[src/hdl/uvl_pkg.sv]
// shared types and codes for the unique value list
package uvl_pkg;

    localparam int VALUE_W  = 32;
    localparam int STATUS_W = 3;
    localparam int COUNT_W  = 7;

    localparam logic [1:0] REQ_PUSH   = 2'd0;
    localparam logic [1:0] REQ_REMOVE = 2'd1;
    localparam logic [1:0] REQ_POP    = 2'd2;

    typedef enum logic [STATUS_W-1:0] {
        ST_OK      = 3'd0,
        ST_DUP     = 3'd1,
        ST_FULL    = 3'd2,
        ST_MISSING = 3'd3,
        ST_EMPTY   = 3'd4
    } t_status;

    typedef enum logic [1:0] {
        S_IDLE  = 2'd0,
        S_CALC  = 2'd1,
        S_APPLY = 2'd2
    } t_state;

    typedef struct packed {
        logic [1:0]                req_type;
        logic signed [VALUE_W-1:0] value;
    } t_in;

    typedef struct packed {
        logic [STATUS_W-1:0] status;
        logic [COUNT_W-1:0]  count;
    } t_out;

    // per-cell control decoded by the top level
    typedef struct packed {
        logic live;
        logic load;
        logic shift;
    } t_cell_ctl;

endpackage

[src/hdl/uvl_cell.sv]
// one list slot: holds an entry, compares it, loads or takes its upper neighbor
module uvl_cell (
    input  logic                          i_clk,
    input  uvl_pkg::t_cell_ctl            i_ctl,
    input  logic [uvl_pkg::VALUE_W-1:0]   i_key,
    input  logic [uvl_pkg::VALUE_W-1:0]   i_next_entry,
    output logic [uvl_pkg::VALUE_W-1:0]   o_entry,
    output logic                          o_match
);
    import uvl_pkg::*;

    logic [VALUE_W-1:0] r_entry;
    logic [VALUE_W-1:0] n_entry;

    always_comb begin
        n_entry = r_entry;
        if (i_ctl.load) begin
            n_entry = i_key;
        end else if (i_ctl.shift) begin
            n_entry = i_next_entry;
        end
    end

    always_ff @(posedge i_clk) begin
        r_entry <= n_entry;
    end

    assign o_entry = r_entry;
    // stale slots above the count never match
    assign o_match = i_ctl.live && (r_entry == i_key);

endmodule

[config.mk]
export PLATFORM = sky130hd
export DESIGN_NAME = uvl_cell
export DESIGN_NICKNAME = d
export VERILOG_FILES = /design/src/hdl/uvl_pkg.sv /design/src/hdl/uvl_cell.sv
export SDC_FILE = /design/constraint.sdc
export NUM_CORES = 1
export LEC_CHECK = 0
export BUFFER_PORTS_ARGS = -buffer_cell sky130_fd_sc_hd__buf_2
export CAP_MARGIN = 20
export CORE_MARGIN = 1
export CORE_UTILIZATION = 47
export CTS_CLUSTER_SIZE = 25
export DETAILED_ROUTE_END_ITERATION = 10
export PLACE_DENSITY = 0.93
export SYNTH_ARGS = -nofsm -noshare
export SYNTH_HDL_FRONTEND = slang
export SYNTH_SLANG_ARGS = --single-unit
[constraint.sdc]
create_clock -name i_clk -period 3.35 [get_ports i_clk]
set_input_delay 0.5025 -clock i_clk [delete_from_list [all_inputs] [get_ports i_clk]]
set_output_delay 0.5025 -clock i_clk [all_outputs]
set_load 0.01 [all_outputs]
==> reports/qor.csv <==
stage,metric,value,unit
clock_tree,cts_tree,yes,
yosys,async_reset_ff_share,0,%
sta,fmax,0.416,GHz
sta,tightest_slew,0.716,ns
clock_tree,cts_max_level,2,
sta,tns,0,ns
flow_run,maxCapViolCount,0,
global_routing,grtUsageTotal,20.2,%
clock_tree,cts_buffer_depth,2,
sta,relSlewSlack,52.3,%
floorplanning,design.core.area,3420,um2
yosys,yosys_warnings,0,
worst_setup_path,cp_max_fo,2,
yosys,yosysTopAreaCellShare,56.2,%
place,io_buffers,100,
floorplanning,initial_core_util,50.1,%
sta,finalCritPeriodShare,71.8,%
sta,fin_crit,2.40,ns
clock_tree,cts_root_buffer,clkbuf_4,
global_routing,antenna_found_initial,0,
detailed_routing,routed_via_density,4.87,
cells_and_area,drive_gt1_share,64.7,%
pwr,pwr_density_cell,407,nW/um2
global_routing,grt_start_max_net_pins,33,
detailed_routing,vias,1286,
floorplanning,io_pins,101,
pwr,vdd_ir_drop_max,0.285,mV
clock_tree,cts-hold-fix-buffers,0,
clock_tree,postCtsSetupBuffers,0,
worst_setup_path,critPathLaunchType,flip-flop,
worst_setup_path,cp.arrival,1.90,ns
yosys,synth_area_per_cell,15.1,um2
cells_and_area,largest_reg_flops,32,
run_status,status,finished clean,
detailed_routing,drc,0,
sta,setup_violations,0,
detailed_routing,firstDrtPassIters,4,
cells_and_area,final_net_count,285,
place,gp_congestion,0.755,
yosys,syn-cell-area,1710,um2
yosys,synth_edf_count,32,
cells_and_area,num_antenna_cells,0,
yosys,synth.area.top_cells,"edfxtp_1 (56%), mux2_2 (21%), xor2_1 (14%), nor4_1 (2.2%), xnor2_1 (2.0%)",
hold_path,worstHoldPathType,in -> reg,
floorplanning,die_w,62.3,um
yosys,syn_nets,181,
clock_tree,cts.sinks,32,
yosys,synth.distinct_cells,15,
floorplanning,die_h,62.3,um
global_routing,grt_pass1_wl,5790,um
worst_setup_path,crit_required,2.85,ns
global_routing,grt_pass1_vias,1332,
yosys,synth_top_cells_by_count,"edfxtp_1 (32), mux2_2 (32), xor2_1 (27)",
yosys,synthCells,113,
yosys,ys.flop_type,edfxtp_1,
detailed_routing,antenna_left,0,
global_routing,gr-total-overflow,0,
pwr,fin_total_pwr,938,uW
yosys,yosysSeqAreaShare,56.2,%
sta,hold_viol_final,0,
detailed_routing,drt-initial-drc-count,24,
floorplanning,dieArea,3880,um2
clock_tree,cts_buffers,5,
yosys,synth.ff_latch_count,32,
worst_setup_path,crit_path_end_kind,output pin,
cells_and_area,area_growth,34.8,%
place,dp_hpwl,2830,um
detailed_routing,wirelength,3590,um
detailed_routing,wl_per_cell,13.6,um
sta,grt_setup_unrepaired,false,
yosys,yosys.area.top_type,edfxtp_1,
clock_tree,clk_pin_slew_worst_paths,0.10,ns
worst_setup_path,setup.worst_path.class,reg -> out,
sta,finalMaxSlewViolations,0,
pwr,p_leak,0.00102,uW
clock_tree,cts_resized,0,
floorplanning,fp-row-count,21,
cell type report:
class	instances	area (um2)
Sequential cell	32	961
Clock buffer	7	45.0
Fill cell	266	1110
Inverter	1	3.75
Timing Repair Buffer	101	508
Clock inverter	1	3.75
Tap cell	46	57.6
Multi-Input combinational cell	76	727
logic make-up (layout without fill, tap and decap cells):
logic type,after synthesis,count (layout),synth area share (%)
multiplexers,32,32,21.1
flip-flops,32,32,56.2
XOR/XNOR,31,31,15.9
AND/OR/NAND/NOR,11,11,4.17
buffers and inverters,5,110,1.32
AO/OA/AOI/OAI,2,2,1.39
power by group:
group	switching [uW]	internal, uW
registers	27.5	494
clock network	124	80.6
logic	100	112
total	251	686
per-stage QoR:
stage | cell area (um2) | std cells | hold WS [ns] | utilization [%] | setup WS [ns]
5_1_grt | 2310 | 264 | 0.438 | 67.5 | 0.763
3_5_place_dp | 2260 | 256 | 0.807 | 66.1 | 1.01
3_3_place_gp | 2260 | 256 | 0.805 | 66.1 | 1.01
2_1_floorplan | 1710 | 113 | 0.722 | - | 1.40
4_1_cts | 2310 | 264 | 0.453 | 67.5 | 0.847
6_report | 2310 | 264 | 0.469 | 67.5 | 0.946
placed cells by master, fill, tap and decap left out:
master     instances
nor4_1             6
clkbuf_4           5
nand4_1            1
buf_4              1
o2111ai_1          1
nand3_1            1
edfxtp_1          32
a2111oi_2          1
xnor2_1            4
clkbuf_1           2
clkinv_1           1
mux2_2            32
or2_2              1
buf_2            100
inv_1              1
nor4_2             1
xor2_1            27
nand2_1            1
path summary, 6_finish.rpt:
path	startpoint	to	slack, ns	cells after the start
max	o_entry[27]	o_match	0.95	5
min	i_next_entry[18]	o_entry[18]	0.47	2
worst max-delay path, cell delays in order, from the launching register on:
cell and delay [ns]:
edfxtp_1 0.42, xor2_1 0.16, nor4_1 0.37, nand4_1 0.19, nor4_2 0.26, buf_2 0.17
metal layers:
metal | up-vias | share of wire (%) | track usage (%)
li1 | 633 | - | -
met1 | 578 | 38 | 20.3
met2 | 66 | 52 | 35.9
met3 | 9 | 8.2 | 9.19
met4 | 0 | 2.3 | 8.72
met5 | - | 0 | 0
Note: power is estimated with default switching activity, not from simulation.
